### src/rtl/rse_pkg.sv
package rse_pkg;

    // Field and datapath widths
    localparam int DataW   = 64;
    localparam int ExpW    = 11;
    localparam int FracW   = 52;
    localparam int IdxW    = 5;
    localparam int MulW    = 11;
    localparam int OffsetW = 26;
    localparam int StepW   = 11;
    localparam int ProdW   = StepW + MulW;
    localparam int DiffW   = 28;
    localparam int SumShift = 26;
    localparam int HighW   = DataW - SumShift;
    localparam int ExpCalcW = 13;

    // Bit-field positions in the operand
    localparam int IdxLsb = 48;
    localparam int MulLsb = 37;

    // Fixed encodings
    localparam logic [DataW-1:0]    QNAN_BITS    = 64'h7FF8_0000_0000_0000;
    localparam logic [ExpW-1:0]     EXP_ALL_ONES = 11'h7FF;
    localparam logic [ExpCalcW-1:0] EXP_BIAS     = 13'd1023;
    localparam logic [ExpCalcW-1:0] EXP_PIVOT    = 13'd1021;

    typedef logic [DataW-1:0] word_t;

    // Offset column of the seed table
    function automatic logic [OffsetW-1:0] rsq_offset(input logic [IdxW-1:0] idx);
        logic [OffsetW-1:0] v;
        begin
            case (idx)
                5'd0:  v = 26'h1a7e800;
                5'd1:  v = 26'h17cb800;
                5'd2:  v = 26'h1552800;
                5'd3:  v = 26'h130c000;
                5'd4:  v = 26'h10f2000;
                5'd5:  v = 26'h0eff000;
                5'd6:  v = 26'h0d2e000;
                5'd7:  v = 26'h0b7c000;
                5'd8:  v = 26'h09e5000;
                5'd9:  v = 26'h0867000;
                5'd10: v = 26'h06ff000;
                5'd11: v = 26'h05ab800;
                5'd12: v = 26'h046a000;
                5'd13: v = 26'h0339800;
                5'd14: v = 26'h0218800;
                5'd15: v = 26'h0105800;
                5'd16: v = 26'h3ffa000;
                5'd17: v = 26'h3c29000;
                5'd18: v = 26'h38aa000;
                5'd19: v = 26'h3572000;
                5'd20: v = 26'h3279000;
                5'd21: v = 26'h2fb7000;
                5'd22: v = 26'h2d26000;
                5'd23: v = 26'h2ac0000;
                5'd24: v = 26'h2881000;
                5'd25: v = 26'h2665000;
                5'd26: v = 26'h2468000;
                5'd27: v = 26'h2287000;
                5'd28: v = 26'h20c1000;
                5'd29: v = 26'h1f12000;
                5'd30: v = 26'h1d79000;
                5'd31: v = 26'h1bf4000;
                default: v = '0;
            endcase
            return v;
        end
    endfunction

    // Step column of the seed table
    function automatic logic [StepW-1:0] rsq_step(input logic [IdxW-1:0] idx);
        logic [StepW-1:0] v;
        begin
            case (idx)
                5'd0:  v = 11'h568;
                5'd1:  v = 11'h4f3;
                5'd2:  v = 11'h48d;
                5'd3:  v = 11'h435;
                5'd4:  v = 11'h3e7;
                5'd5:  v = 11'h3a2;
                5'd6:  v = 11'h365;
                5'd7:  v = 11'h32e;
                5'd8:  v = 11'h2fc;
                5'd9:  v = 11'h2d0;
                5'd10: v = 11'h2a8;
                5'd11: v = 11'h283;
                5'd12: v = 11'h261;
                5'd13: v = 11'h243;
                5'd14: v = 11'h226;
                5'd15: v = 11'h20b;
                5'd16: v = 11'h7a4;
                5'd17: v = 11'h700;
                5'd18: v = 11'h670;
                5'd19: v = 11'h5f2;
                5'd20: v = 11'h584;
                5'd21: v = 11'h524;
                5'd22: v = 11'h4cc;
                5'd23: v = 11'h47e;
                5'd24: v = 11'h43a;
                5'd25: v = 11'h3fa;
                5'd26: v = 11'h3c2;
                5'd27: v = 11'h38e;
                5'd28: v = 11'h35e;
                5'd29: v = 11'h332;
                5'd30: v = 11'h30a;
                5'd31: v = 11'h2e6;
                default: v = '0;
            endcase
            return v;
        end
    endfunction

endpackage

### src/rtl/reciprocal_sqrt_estimate_top.sv
// Reciprocal square root estimate of an IEEE 754 double bit pattern.
//
// Input channel: in_valid / in_stall with payload operand_bits. A beat is
// taken on a rising edge with in_valid high and in_stall low.
// Output channel: out_valid / out_stall with payload estimate_bits. A beat
// leaves on a rising edge with out_valid high and out_stall low.
//
// Registered stages, in order: table lookup and operand classification, the
// 11x11 step multiply, the offset subtract, then the exponent add into the
// output register. Throughput is one beat per cycle while the output is not
// stalled; the single multiplier stage sets the pipeline depth, not the rate.
//
// Zeros, infinities, NaNs and negative operands skip the arithmetic and
// ride the pipeline as a ready-made result.
//
// Reset clears all valid bits; the pipeline comes up empty and accepting.
// When the receiver stalls, the output beat holds and stages behind it keep
// advancing into empty slots; in_stall rises only once every stage is full.
module reciprocal_sqrt_estimate_top (
    input  logic                    clk,
    input  logic                    rst_n,
    input  logic                    in_valid,
    output logic                    in_stall,
    input  logic [rse_pkg::DataW-1:0] operand_bits,
    output logic                    out_valid,
    input  logic                    out_stall,
    output logic [rse_pkg::DataW-1:0] estimate_bits
);
    import rse_pkg::*;

    // Stage 1: classification, table lookup, exponent
    logic                  s1_valid_reg, s1_valid_next;
    logic                  s1_special_reg, s1_special_next;
    word_t                 s1_spec_bits_reg, s1_spec_bits_next;
    logic [OffsetW-1:0]    s1_offset_reg, s1_offset_next;
    logic [StepW-1:0]      s1_step_reg, s1_step_next;
    logic [MulW-1:0]       s1_mul_reg, s1_mul_next;
    logic [ExpW-1:0]       s1_exp_reg, s1_exp_next;

    // Stage 2: product
    logic                  s2_valid_reg, s2_valid_next;
    logic                  s2_special_reg, s2_special_next;
    word_t                 s2_spec_bits_reg, s2_spec_bits_next;
    logic [OffsetW-1:0]    s2_offset_reg, s2_offset_next;
    logic [ProdW-1:0]      s2_prod_reg, s2_prod_next;
    logic [ExpW-1:0]       s2_exp_reg, s2_exp_next;

    // Stage 3: difference
    logic                  s3_valid_reg, s3_valid_next;
    logic                  s3_special_reg, s3_special_next;
    word_t                 s3_spec_bits_reg, s3_spec_bits_next;
    logic signed [DiffW-1:0] s3_diff_reg, s3_diff_next;
    logic [ExpW-1:0]       s3_exp_reg, s3_exp_next;

    // Output register
    logic                  out_valid_reg, out_valid_next;
    word_t                 out_bits_reg, out_bits_next;

    logic out_ready, s3_ready, s2_ready, s1_ready;

    // Stage k may load when empty or when its contents move on
    assign out_ready = !out_valid_reg || !out_stall;
    assign s3_ready  = !s3_valid_reg || out_ready;
    assign s2_ready  = !s2_valid_reg || s3_ready;
    assign s1_ready  = !s1_valid_reg || s2_ready;
    assign in_stall  = !s1_ready;

    assign out_valid     = out_valid_reg;
    assign estimate_bits = out_bits_reg;

    // Classify the operand and look up the seed
    logic [ExpW-1:0]     op_exp;
    logic [IdxW-1:0]     op_idx;
    logic [ExpCalcW-1:0] exp_d;
    logic [ExpCalcW-1:0] exp_half;
    logic [ExpCalcW-1:0] exp_new;

    always_comb
    begin
        op_exp   = operand_bits[DataW-2 -: ExpW];
        op_idx   = operand_bits[IdxLsb +: IdxW];
        exp_d    = {{(ExpCalcW-ExpW){1'b0}}, op_exp} - EXP_PIVOT;
        exp_half = {exp_d[ExpCalcW-1], exp_d[ExpCalcW-1:1]};
        exp_new  = EXP_BIAS - exp_half;

        s1_valid_next     = s1_ready ? in_valid : s1_valid_reg;
        s1_offset_next    = rsq_offset(op_idx);
        s1_step_next      = rsq_step(op_idx);
        s1_mul_next       = operand_bits[MulLsb +: MulW];
        s1_exp_next       = exp_new[ExpW-1:0];
        s1_special_next   = 1'b1;
        s1_spec_bits_next = QNAN_BITS;

        if (operand_bits[DataW-2:0] == '0)
        begin
            // signed zero: infinity of the same sign
            s1_spec_bits_next = {operand_bits[DataW-1], EXP_ALL_ONES, {FracW{1'b0}}};
        end
        else if (op_exp == EXP_ALL_ONES)
        begin
            if (operand_bits[FracW-1:0] == '0)
                s1_spec_bits_next = operand_bits[DataW-1] ? QNAN_BITS : '0;
            else
                s1_spec_bits_next = operand_bits;
        end
        else if (!operand_bits[DataW-1])
        begin
            s1_special_next = 1'b0;
        end
    end

    // Multiply step by the mantissa slice
    always_comb
    begin
        s2_valid_next     = s2_ready ? s1_valid_reg : s2_valid_reg;
        s2_special_next   = s1_special_reg;
        s2_spec_bits_next = s1_spec_bits_reg;
        s2_offset_next    = s1_offset_reg;
        s2_exp_next       = s1_exp_reg;
        s2_prod_next      = ProdW'(s1_step_reg) * ProdW'(s1_mul_reg);
    end

    // Subtract the product from the offset
    always_comb
    begin
        s3_valid_next     = s3_ready ? s2_valid_reg : s3_valid_reg;
        s3_special_next   = s2_special_reg;
        s3_spec_bits_next = s2_spec_bits_reg;
        s3_exp_next       = s2_exp_reg;
        s3_diff_next      = signed'(DiffW'(s2_offset_reg)) - signed'(DiffW'(s2_prod_reg));
    end

    // Add the scaled difference to the base exponent word
    logic [HighW-1:0] base_high;
    logic [HighW-1:0] diff_ext;
    logic [HighW-1:0] sum_high;

    always_comb
    begin
        base_high      = {1'b0, s3_exp_reg, {(HighW-ExpW-1){1'b0}}};
        diff_ext       = {{(HighW-DiffW){s3_diff_reg[DiffW-1]}}, s3_diff_reg};
        sum_high       = base_high + diff_ext;
        out_valid_next = out_ready ? s3_valid_reg : out_valid_reg;
        out_bits_next  = s3_special_reg ? s3_spec_bits_reg : {sum_high, {SumShift{1'b0}}};
    end

    // Valid bits
    always_ff @(posedge clk or negedge rst_n)
    begin
        if (!rst_n)
        begin
            s1_valid_reg  <= 1'b0;
            s2_valid_reg  <= 1'b0;
            s3_valid_reg  <= 1'b0;
            out_valid_reg <= 1'b0;
        end
        else
        begin
            s1_valid_reg  <= s1_valid_next;
            s2_valid_reg  <= s2_valid_next;
            s3_valid_reg  <= s3_valid_next;
            out_valid_reg <= out_valid_next;
        end
    end

    // Payload: advance each stage when it is free to load
    always_ff @(posedge clk)
    begin
        if (s1_ready && in_valid)
        begin
            s1_special_reg   <= s1_special_next;
            s1_spec_bits_reg <= s1_spec_bits_next;
            s1_offset_reg    <= s1_offset_next;
            s1_step_reg      <= s1_step_next;
            s1_mul_reg       <= s1_mul_next;
            s1_exp_reg       <= s1_exp_next;
        end
        if (s2_ready && s1_valid_reg)
        begin
            s2_special_reg   <= s2_special_next;
            s2_spec_bits_reg <= s2_spec_bits_next;
            s2_offset_reg    <= s2_offset_next;
            s2_prod_reg      <= s2_prod_next;
            s2_exp_reg       <= s2_exp_next;
        end
        if (s3_ready && s2_valid_reg)
        begin
            s3_special_reg   <= s3_special_next;
            s3_spec_bits_reg <= s3_spec_bits_next;
            s3_diff_reg      <= s3_diff_next;
            s3_exp_reg       <= s3_exp_next;
        end
        if (out_ready && s3_valid_reg)
        begin
            out_bits_reg <= out_bits_next;
        end
    end

    // An empty first stage always takes a beat
    a_empty_accepts: assert property (@(posedge clk) disable iff (!rst_n)
        !s1_valid_reg |-> !in_stall)
        else $error("input stalled with empty first stage");

    // A result in the last stage fills an empty output slot
    a_out_fill: assert property (@(posedge clk) disable iff (!rst_n)
        (s3_valid_reg && !out_valid_reg) |=> out_valid_reg)
        else $error("last stage result not moved to empty output");

    // An item in stage 2 is never dropped on its way forward
    a_s2_advance: assert property (@(posedge clk) disable iff (!rst_n)
        (s2_valid_reg && s3_ready) |=> s3_valid_reg)
        else $error("stage 2 item lost");

    // A stalled output holds its beat
    a_out_hold: assert property (@(posedge clk) disable iff (!rst_n)
        (out_valid_reg && out_stall) |=> (out_valid_reg && $stable(out_bits_reg)))
        else $error("stalled output beat changed");

endmodule
### config.mk
export PLATFORM = sky130hd
export DESIGN_NAME = reciprocal_sqrt_estimate_top
export DESIGN_NICKNAME = d
export VERILOG_FILES = /design/src/rtl/rse_pkg.sv /design/src/rtl/reciprocal_sqrt_estimate_top.sv
export SDC_FILE = /design/constraint.sdc
export NUM_CORES = 1
export LEC_CHECK = 0
export ABC_CLOCK_PERIOD_IN_PS = 14700
export CAP_MARGIN = 20
export CELL_PAD_IN_SITES_DETAIL_PLACEMENT = 0
export CELL_PAD_IN_SITES_GLOBAL_PLACEMENT = 1
export CORE_MARGIN = 2
export CORE_UTILIZATION = 57
export CTS_CLUSTER_DIAMETER = 80
export DETAILED_ROUTE_END_ITERATION = 6
export DONT_BUFFER_PORTS = 1
export PLACE_DENSITY_LB_ADDON = 0.1
export SLEW_MARGIN = 40
export SYNTH_ARGS = -nofsm -noshare
export SYNTH_HDL_FRONTEND = slang
export SYNTH_SLANG_ARGS = --single-unit
### constraint.sdc
create_clock -name clk -period 14.7 [get_ports clk]
set_clock_uncertainty 0.2 [all_clocks]
set_input_delay 0.735 -clock clk [delete_from_list [all_inputs] [get_ports clk]]
set_output_delay 0.735 -clock clk [all_outputs]
set_load 0.005 [all_outputs]
### Yosys cells after proc, flatten, opt, wreduce, memory -nomap -nowiden

Memory sizes are Yosys's and may differ from the RTL's. A register that Yosys moved wholly into a read port is not among the register bits.
Index checks and enable logic that the tools add are counted.

| operators by class | value |
|---|---|
| add/sub/neg operators | 4 |
| $mul | 1 |
| equality and inequality tests | 1 |
| mux-type cells | 6 |
| bitwise gates (word level) | 1 |
| reductions and logical operators | 18 |

Operators by type and width:

| operator | number |
|---|---|
| $mux 64 | 4 |
| $logic_not 63->1 | 1 |
| $mux 63 | 1 |
| $logic_not 52->1 | 1 |
| $add 37x38->38 | 1 |
| $sub 26x22->27 | 1 |
| $mul 11x11->22 | 1 |
| $sub 11x10->12 const B | 1 |
| $eq 11x11->1 const B | 1 |
| $sub 11x11->11 const A | 1 |
| $logic_not 1->1 | 6 |
| $logic_and 1x1->1 | 4 |
| $logic_or 1x1->1 | 4 |
| $reduce_or 2->1 | 2 |
| $mux 1 | 1 |
| $not 1->1 | 1 |

| word-level totals | value |
|---|---|
| register bits | 409 |
| ROM bits | 832 |
| input bits | 68 |
| word-level logic and storage cells | 55 |
| memories | 2 |

Memories:

| name | words | bits a word | rd ports | clocked after memory_dff | write ports | line | text |
|---|---|---|---|---|---|---|---|
| (no name shown) | 32 | 15 | 1 | 1 | 0 | rse_pkg.sv:33 | `case (idx)` |
| (no name shown) | 32 | 11 | 1 | 1 | 0 | rse_pkg.sv:76 | `case (idx)` |

### Longest topological paths before layout

| depth | value |
|---|---|
| word-level depth | 6 |
| depth in mapped cells | 20 |

### Worst setup path after synthesis

No wires, ideal clock.

| path | value |
|---|---|
| path type | input port to flip-flop |
| start point | input out_stall |
| end point | register s3_diff_reg[0], enable pin |
| setup time | 578 ps |
| arrival | 5478 ps |
| path slack | 8444 ps |
| stages | 2 |
| buffers on the path | 0 |
| cell sequence | and3_1 > nor2b_1 |

| between the ends | value |
|---|---|
| cells in the longest elaborated chain, start to end | 4 |

Ends and longest elaborated chain:

| what | line | text |
|---|---|---|
| from (decl) | reciprocal_sqrt_estimate_top.sv:26 | `input logic out_stall,` |
| $logic_not 1->1 | reciprocal_sqrt_estimate_top.sv:62 | `assign out_ready = !out_valid_reg \|\| !out_stall;` |
| $logic_or 1x1->1 | reciprocal_sqrt_estimate_top.sv:62 |  |
| $logic_or 1x1->1 | reciprocal_sqrt_estimate_top.sv:63 | `assign s3_ready = !s3_valid_reg \|\| out_ready;` |
| $logic_and 1x1->1 | reciprocal_sqrt_estimate_top.sv:186 | `if (s3_ready && s2_valid_reg)` |
| to (signal assigned) | reciprocal_sqrt_estimate_top.sv:190 | `s3_diff_reg <= s3_diff_next;` |
| to (decl) | reciprocal_sqrt_estimate_top.sv:52 | `logic signed [DiffW-1:0] s3_diff_reg, s3_diff_next;` |

Every way passes these cells.
A chain may end at the register's enable or synchronous reset.

### Worst setup path after layout

| path | value |
|---|---|
| start point | register s1_mul_reg[10] |
| end point | register s2_prod_reg[19], data pin |

| between the ends | value |
|---|---|
| cells in the longest elaborated chain, start to end | 1 |

Ends and longest elaborated chain:

| what | line | text |
|---|---|---|
| from (decl) | reciprocal_sqrt_estimate_top.sv:37 | `logic [MulW-1:0] s1_mul_reg, s1_mul_next;` |
| from (signal assigned) | reciprocal_sqrt_estimate_top.sv:175 | `s1_mul_reg <= s1_mul_next;` |
| $mul 11x11->22 | reciprocal_sqrt_estimate_top.sv:120 | `s2_prod_next = ProdW'(s1_step_reg) * ProdW'(s1_mul_reg);` |
| net s2_prod_next[19] | reciprocal_sqrt_estimate_top.sv:45 | `logic [ProdW-1:0] s2_prod_reg, s2_prod_next;` |
| to (signal assigned) | reciprocal_sqrt_estimate_top.sv:183 | `s2_prod_reg <= s2_prod_next;` |
| to (decl) | reciprocal_sqrt_estimate_top.sv:45 |  |

The timed path passes the listed nets, and every way through them passes these cells.

==> qor.yml <==
status: "finished, final reports clean"
finalWirelength_um: 40000
clkSinkCount: 397
slew_headroom_pct: 43.9
design_area_um2: 21700
final_nets: 1714
period_needed_ps: 5500
syn-mean-instance-area_um2: 13.4
cts_tree: "yes"
drt-wirelength-per-cell_um: 20.4
ios: 134
cts.root.buffer_cell: "clkbuf_16"
critPathSlowestCell: "edfxtp_1"
layout_worst_path_cycle_share_pct: 37.4
grt_usage_pct: 22.8
hold_end: "s1_mul_reg[8]"
dieArea_um2: 36300
cts.repair.resized: 0
mappedNetlistNets: 1720
timing.hold.worst_path_depth: 0
hold_viol_final: 0
finalSetupTns_ps: 0
finalHoldWorstSlack_ps: 73.4
placedInstanceArea_um2: 20300
timing.critical_path.arrival_ps: 5600
setup_violations: 0
first_global_vias: 10900
syn_inst: 1477
dr.first_iter.drc_count: 897
worstSetupEndpointType: "flip-flop"
drc: 0
rr_startpoint: "s1_mul_reg[10]"
ys_dominant_reg_cell: "edfxtp_1"
syn2layout_area_growth_pct: 9.29
layout-drive-gt1-share_pct: 9.05
worst_setup_hold_path_clk_slew_ps: 60
cts-root-to-sink-buffers: 3
cp-start-kind: "flip-flop"
ir_worst_vdd_uv: 149
grt_first_pass_wirelength_um: 62500
power_per_cell_area_nw_per_um2: 183
post_synth_instance_area_um2: 19800
synth_cell_type_count: 74
number_of_routed_nets_with_antenna_violations: 0
rsz_0062_raised_after_global_routing: "no"
ys_ff_latch: 397
dr_total_vias: 10900
die_w_um: 191
drv.max_cap_violation_count: 0
crit_required_ps: 14800
drtPass1Iterations: 6
number_of_synthesized_flops_with_an_enable_pin: 393
grt_start_max_net_pins: 75
routability_driven_placement_congestion_ratio: 0.871
hpwl_um: 28200
crit_path_cell_trace: "nand2_1 > fa_1 > fa_1 > inv_1 > fa_1 > fa_1 > inv_1 > fa_1 > inv_1 > ha_1 > o21a_1 > o21ai_0 > a21oi_1 > a31oi_1 > a21oi_1 > nor4_1 > a211oi_1"
hp-start: "operand_bits[45]"
crit_top_cell: "fa_1"
timing.final.max_slew_violations: 0
tritoncts.num_buffers: 41
grt_antenna_before_repair: 2
static-leakage-power_nw: 8.35
worstSkewPairLatency_ps: 550
grt_remaining_overflow: 0
power_mw: 3.98
row_count: 68
num_antenna_cells: 0
design.core.area_um2: 34500
placement.setup.worst_slack_ps: 9190
min_path_type: "input pin to flip-flop"
dieHeight_um: 191
worst-r2r-setup-slack_ps: 9200
ys_async_sr_fraction_pct: 1.01
worstRegToRegCells: 17
fmax_ghz: 0.182
timing_worst_slew_pin_value_ps: 842
capturing_point_of_the_worst_reg2reg_path: "s2_prod_reg[19]"
avgViaCountPerCell: 5.58
cts_htree_levels: 2
critPathKind: "flip-flop to flip-flop"
numPortBuffers: 0
yosysWarnings: 0
yosysSeqAreaShare_pct: 60.0
worst_slack_ps: 9200
initial_utilization_pct: 57.6
crit_path_max_fanout: 11
timing.critical_path.slowest_cell_delay_ps: 590
## metrics by stage
| step | util, % | std cells |
|---|---|---|
| after floorplan | - | 1477 |
| after detailed placement | 58.9 | 1882 |
| final | 62.9 | 1958 |
| after global routing | 62.9 | 1958 |
| after CTS | 62.9 | 1958 |
| after global placement | 58.8 | 1880 |
## cell families (layout without fill, tap and decap cells)
kind of cell             Yosys count  in the layout  share of synthesized area [%]
AND/OR/NAND/NOR                  410            410                           11.0
adder cells (fa/ha/maj)          175            175                           14.1
buffers and inverters            201            227                           3.91
flip-flops                       397            397                           60.0
XOR/XNOR                          54             54                           2.38
AO/OA/AOI/OAI                    208            208                           6.72
multiplexers                      32             32                           1.92
## worst max-delay path: cells and delay by family, from the launching register on
family | cells | cell delay, ps
fa+ha+maj | 6 | 2970
compound gates | 6 | 910
flops | 1 | 590
simple gates | 2 | 410
buf+inv | 3 | 150
## cells in the mapped netlist (4+ instances only)
| library cell | n | area [um^2] |
|---|---|---|
| edfxtp_1 | 393 | 11800 |
| and2_1 | 146 | 913 |
| inv_1 | 139 | 522 |
| nand2_1 | 114 | 428 |
| ha_1 | 94 | 1180 |
| fa_1 | 81 | 1620 |
| o21ai_0 | 67 | 335 |
| clkbuf_1 | 51 | 191 |
| nor2_1 | 49 | 184 |
| a21oi_1 | 48 | 240 |
| xnor2_1 | 32 | 280 |
| mux2_2 | 28 | 315 |
| xor2_1 | 22 | 193 |
| nor3_1 | 19 | 95.1 |
| o21a_1 | 14 | 105 |
| nand3_1 | 13 | 65.1 |
| nor4_1 | 13 | 81.3 |
| a21o_1 | 12 | 90.1 |
| nand2b_1 | 11 | 68.8 |
| or3_1 | 10 | 62.6 |
| a211oi_1 | 9 | 67.6 |
| o211ai_1 | 9 | 67.6 |
| o31ai_1 | 7 | 52.6 |
| nor2b_1 | 6 | 37.5 |
| or2_2 | 6 | 37.5 |
| a31oi_1 | 5 | 31.3 |
| and3_1 | 5 | 31.3 |
| nand4_1 | 5 | 31.3 |
| buf_2 | 4 | 20.0 |
| dfrtp_1 | 4 | 100 |
## where the power goes
| part | leakage, nW | switching [mW] | internal, mW | total, mW |
|---|---|---|---|---|
| Sequential | 3.80 | 0.0834 | 1.51 | 1.59 |
| Combinational | 3.88 | 0.774 | 0.564 | 1.34 |
| Clock | 0.667 | 0.431 | 0.615 | 1.05 |
| Total | 8.35 | 1.29 | 2.69 | 3.98 |
## cell type report
type	instances	area [um^2]
clock buffers	46	1070
clock inverters	29	302
fillers	2624	12800
inverters	141	529
multi-input cells	879	7210
flip-flops and latches	397	11900
well taps	455	569
repair buffers	11	113
## metal layers
layer | GRT usage, % | wire length [um]
met5 | 0 | 0
met4 | 5.43 | 732
met3 | 5.65 | 2800
met2 | 35.1 | 18400
met1 | 33.1 | 18000
## worst max-delay path by stage
stage | from | endpoint | slack, ps | depth (start not counted)
after floorplan | out_stall | s3_diff_reg[0] | 8440 | 2
after global placement | s1_step_reg[0] | s2_prod_reg[19] | 9310 | 17
after detailed placement | s1_step_reg[0] | s2_prod_reg[19] | 9190 | 17
after CTS | s1_step_reg[0] | s2_prod_reg[19] | 9180 | 17
after global routing | s1_step_reg[0] | s2_prod_reg[21] | 8840 | 16
final | s1_mul_reg[10] | s2_prod_reg[19] | 9200 | 17
## layout by cell type, fill, tap and decap left out, drive strengths merged, types with 4 or more instances in the layout
| cell type | instances |
|---|---|
| nand4 | 7 |
| buf | 10 |
| or3 | 10 |
| edfxtp | 393 |
| and3 | 5 |
| clkbuf | 46 |
| mux2 | 28 |
| o211ai | 9 |
| nor2 | 50 |
| or2 | 6 |
| a21oi | 48 |
| ha | 94 |
| o21ai | 69 |
| xor2 | 22 |
| a211oi | 9 |
| nand2b | 11 |
| xnor2 | 32 |
| fa | 81 |
| o21a | 14 |
| and2 | 147 |
| clkinvlp | 4 |
| bufinv | 5 |
| dfrtp | 4 |
| clkinv | 21 |
| nor2b | 6 |
| nand3 | 14 |
| nor4 | 15 |
| a21o | 12 |
| nor3 | 19 |
| o31ai | 9 |
| nand2 | 114 |
| inv | 140 |
| a31oi | 6 |
## repair_timing
action | 4_1_cts | 5_1_grt
hold endpoints to repair | 4 | 0
buffers inserted | 0 | 0
hold buffers | 1 | 0
(Power assumes the default switching activity.)
